File: src/hw/rtl/lcs_pkg.sv
// Shared constants and types for the LCS length cell chain.
`default_nettype none
package lcs_pkg;

	localparam int MAX_LEN = 64;
	localparam int SYM_W   = 8;
	localparam int POS_W   = 6;
	localparam int ROW_W   = 7;
	localparam int CFG_W   = 7;

	localparam logic KIND_LOAD = 1'b0;
	localparam logic KIND_B    = 1'b1;

	// Wavefront token handed from one cell to the next.
	typedef struct packed {
		logic             valid;
		logic             last;
		logic [SYM_W-1:0] sym;
		logic [ROW_W-1:0] diag;
		logic [ROW_W-1:0] left;
	} tok_t;

endpackage
`default_nettype wire

File: src/hw/rtl/lcs_cell.sv
// One table cell: holds one A symbol and its entry of the previous row.
`default_nettype none
module lcs_cell (
	input  wire logic                       clk,
	input  wire logic                       arst_n,
	input  wire logic                       advance,
	input  wire logic                       en,
	input  wire logic                       clear,
	input  wire logic                       load_en,
	input  wire logic [lcs_pkg::SYM_W-1:0] load_sym,
	input  wire lcs_pkg::tok_t              tok_in,
	output      lcs_pkg::tok_t              tok_out
);

	logic [lcs_pkg::SYM_W-1:0] a_sym_q;
	logic [lcs_pkg::ROW_W-1:0] row_q;
	logic [lcs_pkg::ROW_W-1:0] cell_val;
	logic                      take;

	assign take = advance & tok_in.valid & en;

	always_comb begin
		if (a_sym_q == tok_in.sym) begin
			cell_val = tok_in.diag + lcs_pkg::ROW_W'(1);
		end else if (tok_in.left > row_q) begin
			cell_val = tok_in.left;
		end else begin
			cell_val = row_q;
		end
	end

	// load A symbol; store is undefined until written
	always_ff @(posedge clk) begin
		if (load_en) begin
			a_sym_q <= load_sym;
		end
	end

	always_ff @(posedge clk or negedge arst_n) begin
		if (!arst_n) begin
			row_q <= '0;
		end else if (clear) begin
			row_q <= '0;
		end else if (take) begin
			row_q <= cell_val;
		end
	end

	always_ff @(posedge clk or negedge arst_n) begin
		if (!arst_n) begin
			tok_out <= '0;
		end else if (advance) begin
			tok_out.valid <= tok_in.valid & en;
			tok_out.last  <= tok_in.last;
			tok_out.sym   <= tok_in.sym;
			tok_out.diag  <= row_q;
			tok_out.left  <= cell_val;
		end
	end

endmodule
`default_nettype wire

File: config.mk
export PLATFORM = sky130hd
export DESIGN_NAME = lcs_cell
export DESIGN_NICKNAME = d
export VERILOG_FILES = /design/src/hw/rtl/lcs_pkg.sv /design/src/hw/rtl/lcs_cell.sv
export SDC_FILE = /design/constraint.sdc
export NUM_CORES = 1
export LEC_CHECK = 0
export ABC_AREA = 1
export BUFFER_PORTS_ARGS = -buffer_cell sky130_fd_sc_hd__buf_2
export CORE_UTILIZATION = 30
export DETAILED_ROUTE_END_ITERATION = 10
export SLEW_MARGIN = 0
export SYNTH_ARGS = -nofsm -noshare
export SYNTH_HDL_FRONTEND = slang
export SYNTH_SLANG_ARGS = --single-unit
File: constraint.sdc
create_clock -name clk -period 2.2 [get_ports clk]
set_input_delay 0.11 -clock clk [delete_from_list [all_inputs] [get_ports clk]]
set_output_delay 0.11 -clock clk [all_outputs]
set_load 0.02 [all_outputs]
After elaboration in Yosys (flattened, before gate mapping)
Index checks and enable logic that the tools add are counted.
Widths: inputs -> output; s select.
{ "classes": {"addsub": 1, "magnitude_cmp": 1, "n_eq_ne": 1, "mux": 4, "bitwise": 3, "n_reduce_logical": 1} }
{ "ops": {"columns": ["cell", "count"], "rows": [
  ["$mux 7", 4],
  ["$eq 8x8->1", 1],
  ["$add 7x1->7 const B", 1],
  ["$gt 7x7->1", 1],
  ["$and 1x1->1", 3],
  ["$reduce_bool 2->1", 1]
]} }
{ "totals": {"register_bits": 39, "inputBits": 38, "output_inout_bits": 24, "wordCells": 18} }

Logic depth before layout (Yosys ltp)
{ "depth": {"word_depth": 5, "mapped_depth": 13, "depth_no_buf": 13} }

Least setup slack after synthesis
OpenSTA, ideal clock, no wires.
{ "synth_timing": {"path_type": "flip-flop to flip-flop", "startpoint": "register row_q[6] (netlist name)", "endpoint": "register tok_out[5] (netlist name)", "setup_time_ps": 117, "t_arrival_ps": 1429, "required_ps": 2083, "slack_ps": 654, "stages_incl_launch_ff": 13, "path_buffers": 0, "synth_period_minus_slack_ps": 1546, "cell_sequence": "dfrtp_1 > inv_1 > ha_1 > nand2_1 > inv_1 > a21oi_2 > nand2_2 > nand2_2 > nand2_1 > nand3_1 > nand2_1 > nand2_1 > nand2_1"} }
{ "synth_between": {"elab_chain_cells": 3} }
{ "synth_lines": {"columns": ["item", "line_no", "source"], "rows": [
  ["from (decl)", "lcs_cell.sv:16", "logic [lcs_pkg::ROW_W-1:0] row_q;"],
  ["from (signal assigned)", "lcs_cell.sv:45", "row_q <= cell_val;"],
  ["$gt 7x7->1", "lcs_cell.sv:25", "end else if (tok_in.left > row_q) begin"],
  ["$mux 7", "lcs_cell.sv:25", null],
  ["$mux 7", "lcs_cell.sv:23", "if (a_sym_q == tok_in.sym) begin"],
  ["to (decl)", "lcs_cell.sv:12", "output lcs_pkg::tok_t tok_out"]
]} }
No other way between the ends.
A chain may end at the register's enable or synchronous reset.

Worst setup path in the final report
{ "layout_timing": {"startpoint": "register row_q[2] (netlist name)", "endpoint": "register tok_out[5] (netlist name)"} }
The elaborated chain is that of the path after synthesis.

==> metrics.md <==
| Metric | Value |
|---|---|
| Die ar. | 0.00689 mm^2 |
| Clock slew at reported path FFs | 0.08 ns |
| Synthesized area | 0.00197 mm^2 |
| Worst Hold Class | in -> reg |
| Die height | between 80 and 90 um |
| Num CTS Buffers | 5 |
| Vias per cell | 4.39 |
| DRT Pass-1 Iters | 4 |
| Vias in the first global route | about 1600 |
| Congestion Overflow GR | 0 |
| Max-cap violations | 0 |
| Final cell count without fillers | 389 |
| Post-CTS Setup Repair Bufs | 0 |
| I/O pin total | 62 |
| Cell variety after synth | 22 |
| Gp weighted congestion | approximately 0.85 |
| Headroom to the max-slew limit | roughly 53% |
| # diodes | 0 |
| Placed insts | 372 |
| Sink Count | 39 |
| Die Wd | 83.0 um |
| CTS tree | built |
| Critical Setup Path Class | reg -> reg |
| Leading cell type in the layout, fill and taps excluded | nand2_1 |
| DRC | 0 |
| Global Route Usage Sum | 14.2% |
| Post-synth net total | 284 |
| Register area share after synthesis | between 50% and 60% |
| Crit-path max FO | 8 |
| Max clock buf depth | 2 |
| Layout cells sized above 1 | 25.0% |
| Initial antenna violation count | 0 |
| Hold_ws | 0.0236 ns |
| Yosys top cell by area | dfrtp_1 |
| Critical Path AT | just under 2 ns |
| Final TNS setup | 0 ns |
| Most frequent cells in the layout | nand2_1 (98), buf_2 (61), dfrtp_1 (31), nand3_1 (29), inv_1 (24) |
| Fmax | 0.575 GHz |
| Vias | 1706 |
| CP Launch Type | flip-flop |
| Critical Path End Type | flip-flop |
| Largest net degree at the start of global routing | 33 |
| Starting DRC count in detailed routing | 60 |
| Synth area leaders | dfrtp_1 (39%), nand2_1 (19%), edfxtp_1 (12%), nand3_1 (7.4%), ha_1 (5.1%) |
| Top-area cell type share of the netlist area | 39.4% |
| DPL Wire Length | approximately 3400 um |
| Cells after synthesis | between 200 and 250 |
| Final core occ | 39.9% |
| Core Area | 0.00635 mm^2 |
| Slew @ Worst Pin | 0.699 ns |
| Pins Over Slew Limit | 0 |
| Required @ worst endpoint | between 2 and 2.5 ns |
| # fillers | 667 |
| Post-Route Skew | about 0.0055 ns |
| IO Port Bufs | 61 |
| Power per Cell Area | about 640 mW/mm^2 |
| Area grow syn2layout | 28.9% |
| First-pass GRT wire length | approximately 8000 um |
| Fin. Hold Viols | 0 |
| Yosys warnings | 0 |
| Hold-fix buffers, CTS | 9 |
| Worst VDD drop | 0.000217 V |
| Num rows | 29 |
| Layout Nets | around 360 |
| RSZ-0062 raised after global routing | no |
| H-tree levels | 2 |
| DP Area | 0.00236 mm^2 |
| Fin area | 0.00254 mm^2 |
| Worst-Skew Late Latency | ~0.29 ns |
| CTS Root Cell | clkbuf_8 |
| Status | finished, final reports clean |
| Final setup viols | 0 |
| #FFs+latches synth | 39 |
| Starting density of the core | 31.0% |
| Minimum clock period | ~1.7 ns |
| Final WL | 4560 um |
| Antenna-violating nets left | 0 |
| Post_cts resized | 0 |
| Static leakage | 1.37 nW |
| Avg Cell Area, Syn | 8.27 um^2 |
| DR WL/cell | 11.7 um |
| Fin crit share | 79.0% |
power breakdown:
| group | leakage (nW) | internal (W) | switching (W) |
|---|---|---|---|
| registers | 0.482 | 0.000793 | 0.0000281 |
| logic | 0.846 | 0.000126 | 0.000202 |
| clock network | 0.0402 | 0.000220 | 0.000253 |
registers in the layout, indices dropped and copies added, names as in the netlist:
register,count
a_sym_q,8
row_q,7
tok_out,24
cell families after synthesis:
logic type | synth area share (%)
adders and majority gates | 5.09
xor gates and xnor gates | 3.56
and+or+nand+nor | 30.1
DFF | 51.6
AOI/OAI and AO/OA | 4.01
buffers and inverters | 5.59
layer usage:
metal,vias up,GRT usage [%],wire length (um)
met2,54,21.2,2040
met3,4,3.08,258
met5,-,0,0
li1,901,-,-
met4,0,4.86,48
met1,747,20.4,2210
stage by stage:
step                      setup WS [ns]  total power (W)
after global routing              0.292          0.00172
after global placement            0.530          0.00115
after CTS                         0.481          0.00165
final                             0.461          0.00162
after detailed placement          0.500          0.00115
after floorplan                   0.654          0.00102
Yosys cell counts (all sizes together):
library cell  count
a21o              1
a21oi             2
buf               1
clkbuf            4
dfrtp            31
edfxtp            8
ha                8
inv              24
nand2           101
nand3            29
nand4             3
nor2              6
o21ai            10
o21bai            1
or2               1
xnor2             7
xor2              1
final timing paths:
path / slack (ns) / endpoint / startpoint / cells after the start
worst max-delay path: 0.46 / tok_out[5]$_DFFE_PN0P_ / row_q[2]$_DFFE_PN0P_ / 12
worst min-delay path: 0.02 / tok_out[22]$_DFFE_PN0P_ / tok_in[22] / 3
worst max register to register: 0.46 / tok_out[5]$_DFFE_PN0P_ / row_q[2]$_DFFE_PN0P_ / 12
worst min register to register: 0.47 / tok_out[22]$_DFFE_PN0P_ / tok_out[22]$_DFFE_PN0P_ / 2
max in group asynchronous: 1.34 / tok_out[10]$_DFFE_PN0P_ / arst_n / 2
min in group asynchronous: 0.40 / tok_out[22]$_DFFE_PN0P_ / arst_n / 2
area by class of cell:
cell class	count	area (um^2)	share of cell area [%]
Timing Repair Buffer	71	403	15.9
Tap cell	77	96.3	3.80
Clock buffer	5	68.8	2.71
Multi-Input combinational cell	170	842	33.2
Inverter	24	90.1	3.55
Clock inverter	3	20.0	0.789
Sequential cell	39	1020	40.1
critical path: stages (launching register included):
cell and delay [ns]:
dfrtp_1 0.40, inv_1 0.07, ha_1 0.32, a21oi_1 0.13, nand2_1 0.06, nand2_1 0.10
nand2_2 0.11, nand2_2 0.13, nand2_1 0.06, nand3_1 0.07, nand2_1 0.07, nand2_1 0.06
nand2_1 0.05
No activity file was read; power rests on OpenSTA's default activity.
